$ cat src/design/dwtp_pkg.sv
// ----------------------------------------------------------------------------
// dwtp_pkg
// Shared types and codes of the deadline-weighted task picker.
// ----------------------------------------------------------------------------
`default_nettype none

package dwtp_pkg;

    // Operation codes carried on s_tuser
    localparam logic [1:0] OP_LOAD   = 2'd0;
    localparam logic [1:0] OP_SELECT = 2'd1;
    localparam logic [1:0] OP_CLEAR  = 2'd2;

    localparam int unsigned ELAPSED_W = 24;
    localparam int unsigned PEN_W     = 27;   // 2*(deadline*256 - duration - elapsed)
    localparam int unsigned SCORE_W   = 43;   // penalty * importance

    // One word of the task memory
    typedef struct packed {
        logic               valid;
        logic [7:0]         arrival;
        logic [15:0]        duration;
        logic signed [15:0] importance;
    } entry_t;

    // Tag that follows a read through the scan pipeline
    typedef struct packed {
        logic vld;
        logic last;
    } scan_tag_t;

endpackage

`default_nettype wire

$ cat src/design/dwtp_table.sv
// ----------------------------------------------------------------------------
// dwtp_table
// Task memory: one write port, one read port, registered read data.
// ----------------------------------------------------------------------------
`default_nettype none

module dwtp_table
    import dwtp_pkg::*;
#(
    parameter int unsigned TABLE_DEPTH = 64,
    parameter int unsigned IDX_W       = 6
)
(
    input  wire logic             clk,
    input  wire logic             rst_n,
    input  wire logic             wr_en,
    input  wire logic [IDX_W-1:0] wr_addr,
    input  wire entry_t           wr_data,
    input  wire scan_tag_t        rd_tag,
    input  wire logic [IDX_W-1:0] rd_addr,
    output scan_tag_t             rd_tag_q,
    output logic [IDX_W-1:0]      rd_addr_q,
    output entry_t                rd_data_q
);

    entry_t    mem [TABLE_DEPTH];
    scan_tag_t tag_reg;
    logic [IDX_W-1:0] addr_reg;
    entry_t    data_reg;

    always_ff @(posedge clk)
    begin
        if (wr_en)
        begin
            mem[wr_addr] <= wr_data;
        end
    end

    always_ff @(posedge clk)
    begin
        if (rd_tag.vld)
        begin
            data_reg <= mem[rd_addr];
            addr_reg <= rd_addr;
        end
    end

    always_ff @(posedge clk or negedge rst_n)
    begin
        if (!rst_n)
        begin
            tag_reg <= '0;
        end
        else
        begin
            tag_reg <= rd_tag;
        end
    end

    assign rd_tag_q  = tag_reg;
    assign rd_addr_q = addr_reg;
    assign rd_data_q = data_reg;

endmodule

`default_nettype wire

$ cat src/design/dwtp_scorer.sv
// ----------------------------------------------------------------------------
// dwtp_scorer
// Scores each scanned entry and keeps the running best (lowest index on tie).
// ----------------------------------------------------------------------------
`default_nettype none

module dwtp_scorer
    import dwtp_pkg::*;
#(
    parameter int unsigned IDX_W = 6
)
(
    input  wire logic                  clk,
    input  wire logic                  rst_n,
    input  wire logic                  start,
    input  wire logic signed [25:0]    base,       // deadline*256 - elapsed
    input  wire logic [ELAPSED_W-1:0]  elapsed,
    input  wire scan_tag_t             in_tag,
    input  wire logic [IDX_W-1:0]      in_idx,
    input  wire entry_t                in_entry,
    output logic                       done,
    output logic                       have,
    output logic [IDX_W-1:0]           best_idx,
    output logic [15:0]                best_duration
);

    logic signed [25:0]        pen;
    logic signed [PEN_W-1:0]   pen2;
    logic signed [SCORE_W-1:0] score;
    logic                      ready;

    scan_tag_t                 s1_tag_reg;
    logic                      s1_ready_reg;
    logic [IDX_W-1:0]          s1_idx_reg;
    logic [15:0]               s1_dur_reg;
    logic signed [SCORE_W-1:0] s1_score_reg;

    logic                      have_reg;
    logic                      done_reg;
    logic [IDX_W-1:0]          best_idx_reg;
    logic [15:0]               best_dur_reg;
    logic signed [SCORE_W-1:0] best_score_reg;
    logic                      take;

    assign pen   = base - $signed({10'd0, in_entry.duration});
    assign pen2  = {pen, 1'b0};
    assign score = SCORE_W'(pen2) * SCORE_W'(in_entry.importance);
    assign ready = in_entry.valid
                   && ({8'd0, in_entry.arrival, 8'd0} <= elapsed);

    always_ff @(posedge clk)
    begin
        s1_ready_reg <= ready;
        s1_idx_reg   <= in_idx;
        s1_dur_reg   <= in_entry.duration;
        s1_score_reg <= score;
    end

    // strict greater keeps the earlier (lower) index on a tie
    assign take = s1_tag_reg.vld && s1_ready_reg
                  && (!have_reg || (s1_score_reg > best_score_reg));

    always_ff @(posedge clk)
    begin
        if (take)
        begin
            best_idx_reg   <= s1_idx_reg;
            best_dur_reg   <= s1_dur_reg;
            best_score_reg <= s1_score_reg;
        end
    end

    always_ff @(posedge clk or negedge rst_n)
    begin
        if (!rst_n)
        begin
            s1_tag_reg <= '0;
            have_reg   <= 1'b0;
            done_reg   <= 1'b0;
        end
        else
        begin
            s1_tag_reg <= in_tag;
            done_reg   <= s1_tag_reg.vld && s1_tag_reg.last;
            if (start)
            begin
                have_reg <= 1'b0;
            end
            else if (take)
            begin
                have_reg <= 1'b1;
            end
        end
    end

    assign done          = done_reg;
    assign have          = have_reg;
    assign best_idx      = best_idx_reg;
    assign best_duration = best_dur_reg;

endmodule

`default_nettype wire

$ cat src/design/deadline_weighted_task_picker.sv
// ----------------------------------------------------------------------------
// deadline_weighted_task_picker
// Task table with deadline-weighted selection of the next ready task.
// ----------------------------------------------------------------------------
//  channel  dir  beat contents
//  s_*      in   tuser: operation; tdata: entry_index, arrival_hour,
//                task_duration, task_importance
//  m_*      out  tuser: found; tdata: chosen_index, chosen_duration,
//                elapsed_after
//  cfg      in   deadline_hours_wr_en / deadline_hours_wr_data
//
//  Load: one table write for an index inside the table. Select: one memory
//  read per entry through the single read port, two stages for score and
//  compare, then write-back; s_tready stays low until the select is done.
//  Clear: one memory word per cycle, s_tready low throughout.
//  After reset the same clearing pass runs (s_tready low).
//  A result waiting in the output register only stalls a select at its end.
// ----------------------------------------------------------------------------
`default_nettype none

module deadline_weighted_task_picker
    import dwtp_pkg::*;
#(
    parameter int unsigned TABLE_DEPTH = 64
)
(
    input  wire logic        clk,
    input  wire logic        rst_n,
    input  wire logic        deadline_hours_wr_en,
    input  wire logic [15:0] deadline_hours_wr_data,
    input  wire logic        s_tvalid,
    output logic             s_tready,
    input  wire logic [47:0] s_tdata,  // entry_index, arrival_hour, task_duration,
                                       // task_importance, zero pad
    input  wire logic [1:0]  s_tuser,  // operation
    output logic             m_tvalid,
    input  wire logic        m_tready,
    output logic [47:0]      m_tdata,  // chosen_index, chosen_duration,
                                       // elapsed_after, zero pad
    output logic [0:0]       m_tuser   // found
);

    localparam int unsigned IDX_W = $clog2(TABLE_DEPTH);
    localparam logic [IDX_W-1:0] LAST_IDX = IDX_W'(TABLE_DEPTH - 1);

    typedef enum logic [4:0] {
        ST_CLR  = 5'b00001,
        ST_IDLE = 5'b00010,
        ST_SCAN = 5'b00100,
        ST_WAIT = 5'b01000,
        ST_DONE = 5'b10000
    } state_t;

    state_t                 state_reg, state_next;
    logic [IDX_W-1:0]       cnt_reg, cnt_next;
    logic [15:0]            deadline_reg;
    logic [ELAPSED_W-1:0]   elapsed_reg, elapsed_next;
    logic signed [25:0]     base_reg, base_next;
    logic                   out_vld_reg, out_vld_next;
    logic                   out_found_reg, out_found_next;
    logic [5:0]             out_idx_reg, out_idx_next;
    logic [15:0]            out_dur_reg, out_dur_next;
    logic [ELAPSED_W-1:0]   out_elap_reg, out_elap_next;

    logic [1:0]             in_op;
    logic [5:0]             in_index;
    entry_t                 in_entry;
    logic                   in_fire;

    logic                   wr_en;
    logic [IDX_W-1:0]       wr_addr;
    entry_t                 wr_data;
    scan_tag_t              rd_tag;
    scan_tag_t              rd_tag_q;
    logic [IDX_W-1:0]       rd_addr_q;
    entry_t                 rd_data_q;

    logic                   start;
    logic                   sc_done;
    logic                   sc_have;
    logic [IDX_W-1:0]       sc_idx;
    logic [15:0]            sc_dur;
    logic [ELAPSED_W:0]     elap_sum;

    assign in_op               = s_tuser;
    assign in_index            = s_tdata[5:0];
    assign in_entry.valid      = 1'b1;
    assign in_entry.arrival    = s_tdata[13:6];
    assign in_entry.duration   = s_tdata[29:14];
    assign in_entry.importance = s_tdata[45:30];

    assign s_tready = (state_reg == ST_IDLE);
    assign in_fire  = s_tvalid && s_tready;

    assign elap_sum = {1'b0, elapsed_reg} + {9'd0, sc_dur};

    always_ff @(posedge clk or negedge rst_n)
    begin
        if (!rst_n)
        begin
            deadline_reg <= '0;
        end
        else if (deadline_hours_wr_en)
        begin
            deadline_reg <= deadline_hours_wr_data;
        end
    end

    always_comb
    begin
        state_next     = state_reg;
        cnt_next       = cnt_reg;
        elapsed_next   = elapsed_reg;
        base_next      = base_reg;
        out_vld_next   = out_vld_reg && !m_tready;
        out_found_next = out_found_reg;
        out_idx_next   = out_idx_reg;
        out_dur_next   = out_dur_reg;
        out_elap_next  = out_elap_reg;
        wr_en          = 1'b0;
        wr_addr        = cnt_reg;
        wr_data        = '0;
        rd_tag         = '0;
        start          = 1'b0;

        unique case (state_reg)
            ST_CLR:
            begin
                // invalidate one word per cycle
                wr_en    = 1'b1;
                cnt_next = cnt_reg + 1'b1;
                if (cnt_reg == LAST_IDX)
                begin
                    cnt_next   = '0;
                    state_next = ST_IDLE;
                end
            end
            ST_IDLE:
            begin
                if (in_fire)
                begin
                    case (in_op)
                        OP_LOAD:
                        begin
                            if (32'(in_index) < TABLE_DEPTH)
                            begin
                                wr_en   = 1'b1;
                                wr_addr = IDX_W'(in_index);
                                wr_data = in_entry;
                            end
                        end
                        OP_SELECT:
                        begin
                            start      = 1'b1;
                            cnt_next   = '0;
                            base_next  = $signed({2'd0, deadline_reg, 8'd0})
                                         - $signed({2'd0, elapsed_reg});
                            state_next = ST_SCAN;
                        end
                        OP_CLEAR:
                        begin
                            elapsed_next = '0;
                            cnt_next     = '0;
                            state_next   = ST_CLR;
                        end
                        default:
                        begin
                        end
                    endcase
                end
            end
            ST_SCAN:
            begin
                rd_tag.vld  = 1'b1;
                rd_tag.last = (cnt_reg == LAST_IDX);
                cnt_next    = cnt_reg + 1'b1;
                if (cnt_reg == LAST_IDX)
                begin
                    cnt_next   = '0;
                    state_next = ST_WAIT;
                end
            end
            ST_WAIT:
            begin
                if (sc_done)
                begin
                    state_next = ST_DONE;
                end
            end
            ST_DONE:
            begin
                if (!out_vld_reg || m_tready)
                begin
                    out_vld_next   = 1'b1;
                    out_found_next = sc_have;
                    out_idx_next   = '0;
                    out_dur_next   = '0;
                    out_elap_next  = elapsed_reg;
                    if (sc_have)
                    begin
                        // retire the winner: clear its valid bit, advance time
                        wr_en          = 1'b1;
                        wr_addr        = sc_idx;
                        out_idx_next   = 6'(sc_idx);
                        out_dur_next   = sc_dur;
                        elapsed_next   = elap_sum[ELAPSED_W] ? '1
                                         : elap_sum[ELAPSED_W-1:0];
                        out_elap_next  = elapsed_next;
                    end
                    state_next = ST_IDLE;
                end
            end
            default:
            begin
                state_next = ST_IDLE;
            end
        endcase
    end

    always_ff @(posedge clk or negedge rst_n)
    begin
        if (!rst_n)
        begin
            state_reg   <= ST_CLR;
            cnt_reg     <= '0;
            elapsed_reg <= '0;
            out_vld_reg <= 1'b0;
        end
        else
        begin
            state_reg   <= state_next;
            cnt_reg     <= cnt_next;
            elapsed_reg <= elapsed_next;
            out_vld_reg <= out_vld_next;
        end
    end

    always_ff @(posedge clk)
    begin
        base_reg      <= base_next;
        out_found_reg <= out_found_next;
        out_idx_reg   <= out_idx_next;
        out_dur_reg   <= out_dur_next;
        out_elap_reg  <= out_elap_next;
    end

    dwtp_table #(
        .TABLE_DEPTH (TABLE_DEPTH),
        .IDX_W       (IDX_W)
    ) u_table (
        .clk       (clk),
        .rst_n     (rst_n),
        .wr_en     (wr_en),
        .wr_addr   (wr_addr),
        .wr_data   (wr_data),
        .rd_tag    (rd_tag),
        .rd_addr   (cnt_reg),
        .rd_tag_q  (rd_tag_q),
        .rd_addr_q (rd_addr_q),
        .rd_data_q (rd_data_q)
    );

    dwtp_scorer #(
        .IDX_W (IDX_W)
    ) u_scorer (
        .clk           (clk),
        .rst_n         (rst_n),
        .start         (start),
        .base          (base_reg),
        .elapsed       (elapsed_reg),
        .in_tag        (rd_tag_q),
        .in_idx        (rd_addr_q),
        .in_entry      (rd_data_q),
        .done          (sc_done),
        .have          (sc_have),
        .best_idx      (sc_idx),
        .best_duration (sc_dur)
    );

    assign m_tvalid = out_vld_reg;
    assign m_tuser  = out_found_reg;
    assign m_tdata  = {2'b00, out_elap_reg, out_dur_reg, out_idx_reg};

    // no table write may disturb a scan in flight
    assert property (@(posedge clk) disable iff (!rst_n)
        (state_reg == ST_SCAN || state_reg == ST_WAIT) |-> !wr_en)
        else $error("table written during scan");

    // the scorer only finishes while the sequencer waits for it
    assert property (@(posedge clk) disable iff (!rst_n)
        sc_done |-> (state_reg == ST_WAIT))
        else $error("scorer done outside wait");

    // a found task has already been added to the elapsed time
    assert property (@(posedge clk) disable iff (!rst_n)
        (m_tvalid && m_tuser[0]) |-> ({8'd0, m_tdata[21:6]} <= m_tdata[45:22]))
        else $error("elapsed_after below chosen duration");

    // not found reports zero slot and zero duration
    assert property (@(posedge clk) disable iff (!rst_n)
        (m_tvalid && !m_tuser[0]) |-> (m_tdata[21:0] == 22'd0))
        else $error("not-found beat carries task data");

endmodule

`default_nettype wire

$ cat config.mk
export PLATFORM = sky130hd
export DESIGN_NAME = deadline_weighted_task_picker
export DESIGN_NICKNAME = d
export VERILOG_FILES = /design/src/design/dwtp_pkg.sv /design/src/design/dwtp_table.sv /design/src/design/dwtp_scorer.sv /design/src/design/deadline_weighted_task_picker.sv
export SDC_FILE = /design/constraint.sdc
export NUM_CORES = 2
export LEC_CHECK = 0
export ABC_AREA = 1
export ABC_CLOCK_PERIOD_IN_PS = 13710
export BUFFER_PORTS_ARGS = -buffer_cell sky130_fd_sc_hd__buf_2
export CORE_MARGIN = 8
export CORE_UTILIZATION = 40
export DETAILED_ROUTE_END_ITERATION = 16
export MAX_ROUTING_LAYER = met4
export PLACE_DENSITY_LB_ADDON = 0.25
export SLEW_MARGIN = 20
export SYNTH_ARGS = -nofsm -noshare
export SYNTH_HDL_FRONTEND = slang
export SYNTH_HIERARCHICAL = 1
export SYNTH_SLANG_ARGS = --single-unit
$ cat constraint.sdc
create_clock -name clk -period 13.71 [get_ports clk]
set_input_delay 2.742 -clock clk [delete_from_list [all_inputs] [get_ports clk]]
set_output_delay 2.742 -clock clk [all_outputs]
set_load 0.05 [all_outputs]
==> metrics.md <==
| Metric | Value |
|---|---|
| Vias in the first global route | `86483` |
| I/O Pins | `about 120` |
| Iteration-0 DRC Markers | `a little under 10000` |
| Worst Path Arrival | `8720 ps` |
| Share of cells above drive strength 1 | `under 10%` |
| GPL Wtd Cong | `just under 0.9` |
| Seq cells post-synth | `approximately 2900` |
| Fin. Hold Viols | `0` |
| Antenna violation net count after detailed routing | `0` |
| Setup TNS | `0 ps` |
| H-tree Lvls | `5` |
| Root Driver | `clkbuf_16` |
| Drt wl/cell | `approximately 24 um` |
| Mean Syn Cell Area | `roughly 11 um2` |
| CTS buffer count | `between 300 and 400` |
| Crit start category | `flop` |
| Max_cap viols | `0` |
| PortBufs | `117` |
| Clk_lat worst skew | `approximately 900 ps` |
| Reg-to-reg startpoint | `u_table/rd_data_q[30]` |
| First-pass GRT wire length | `587000 um` |
| Final layout net count | `around 13000` |
| Clock Path Buffers | `4` |
| CTS tree | `yes` |
| Commonest non-fill, non-tap cell in the layout | `nand2_1` |
| Total congestion overflow | `0` |
| Initial Utilization | `between 40% and 50%` |
| P&R area growth vs syn | `11.2%` |
| CP max stage delay | `560 ps` |
| Core area | `0.339 mm2` |
| Post-route setup slack | `around 5700 ps` |
| Slew Limit Fails | `0` |
| Final Util | `between 40% and 50%` |
| Outcome | `complete, no violations` |
| Chip width | `about 600 um` |
| GRT Util Overall | `around 23%` |
| Post-synthesis cell type count | `60` |
| Clk sinks | `2930` |
| Async SR Flop Fraction | `under 10%` |
| Pre-CTS setup slack | `around 5800 ps` |
| Final worst path period need | `between 7000 and 8000 ps` |
| Crit-path slowest cell | `fa_1` |
| Synth Cell Area | `approximately 0.14 mm2` |
| HPWL after detailed placement | `about 230000 um` |
| Worst Hold Class | `reg -> reg` |
| Post-synthesis compound-gate area fraction | `between 1 and 1.5%` |
| Synth Flop Type | `edfxtp_1` |
| Hold path start | `u_table/rd_addr_q[0]` |
| Crit Path Class | `reg -> reg` |
| Largest family of logic cells by synthesized area | `simple AND/OR/NAND/NOR gates` |
| Fin Clk Skew | `around 94 ps` |
| DRC viols | `0` |
| Setup crit end kind | `flop` |
| Placed cells | `16382` |
| Hold-fix buffers, CTS | `0` |
| Number of setup buffers added after CTS | `0` |
| Mux contribution to synthesized area | `less than 1%` |
| PostCTS Resize Cnt | `0` |
| Non-Filler Instances | `between 15000 and 20000` |
| Max Freq | `125 MHz` |
| RSZ-0062 raised after global routing | `false` |
| DRT Wirelength | `roughly 400000 um` |
| TritonRoute pass-1 iters | `6` |
| Vias | `just over 90000` |
| Max reg flops | `about 2600` |
| Critical path required time | `about 14000 ps` |
| Crit Path Max Fanout | `12` |
| FP Rows | `about 210` |
| Cell count after synthesis | `12177` |
| Rel. slew slack | `25.0%` |
| Post-Synth XOR/XNOR Area | `0.597%` |
| Yosys Warn Count | `6` |
| Clk slew on worst S/H paths | `60 ps` |
| Setup violators final | `0` |
| Via density | `about 5.4` |
| Simple-gate portion of the synthesized area | `21.3%` |
| Die height | `roughly 600 um` |
| Sequential share of the synthesized area | `between 60 and 70%` |
| Initial antenna violation count | `25` |
| Most frequent cells in the layout | `nand2_1, edfxtp_1, nand3_1` |
| EDFF count, synth | `~2800` |
| Die area | `between 0.3 and 0.4 mm2` |
| Largest net degree at the start of global routing | `approximately 200` |
| Least-Margin Pin Slew | `about 1100 ps` |
| Adder-cell share of the synthesized area | `roughly 7.8%` |
| # fillers | `approximately 31000` |
| Crit path from | `u_table/rd_data_q[30]` |
| Period utilization | `between 50% and 60%` |
[metrics by stage]
stage / instance area (um2) / hold WS, ps
floorplan: 136000 / 323
global placement: 141000 / 325
detailed placement: 141000 / 328
CTS: 151000 / 328
global route: 151000 / 345
finish: 151000 / 339
[critical path: cells and delay by family (launching register included)]
family                     cells  cell delay (ps)
AOI/OAI and AO/OA              3              580
xor gates and xnor gates       1              160
adders and majority gates      8             3910
buffers and inverters          6              660
DFF                            1              430
and+or+nand+nor                8             2120
[Yosys cell counts, drive strengths merged (65+ instances only)]
library cell / number / share of area [%]
nand2: 3605 / 10
edfxtp: 2807 / 62
nand3: 2591 / 9.5
inv: 848 / 2.3
buf: 503 / 2.1
nor2: 440 / 1.3
fa: 404 / 6.0
ha: 205 / 1.9
clkbuf: 153 / 0.42
a21oi: 129 / 0.48
o21ai: 74 / 0.28
dfxtp: 65 / 0.96
[path summary, 6_finish.rpt]
path | to | slack (ps) | cells after the start
max | u_scorer/s1_score_reg[38] | 5730 | 26
min | u_scorer/s1_idx_reg[0] | 340 | 0
max reg2reg | u_scorer/s1_score_reg[38] | 5730 | 26
min reg2reg | u_scorer/s1_idx_reg[0] | 340 | 0
max in group asynchronous | cnt_reg[4] | 10910 | 2
min in group asynchronous | deadline_reg[14] | 2100 | 2
[final cells by class]
cell class,count,area [um2],area share [%]
multi-input combinational,7739,43000,28.5
sequential,2930,87100,57.6
clock inverter,142,1400,0.929
clock buffer,397,8270,5.48
antenna,12,30.0,0.0199
inverter,853,3240,2.15
tap,4536,5680,3.76
timing repair buffer,324,2350,1.56
[cell families (layout without fill, tap and decap cells)]
kind of cell / count (synthesis) / count (layout)
and+or+nand+nor: 6745 / 6745
DFF: 2930 / 2930
buffers and inverters: 1509 / 1716
adders and majority gates: 609 / 609
AOI/OAI and AO/OA: 277 / 277
xor gates and xnor gates: 90 / 90
muxes: 16 / 16
other: 1 / 14
[layer usage]
layer	GRT usage, %	wire length (um)
met1	29.7	167000
met2	36.5	192000
met3	2.88	28600
met4	7.27	14500
met5	-	0
Power is left out: the tool's default activity adds up to more than one toggle a clock period on the data nets, which glitch-free logic cannot reach.
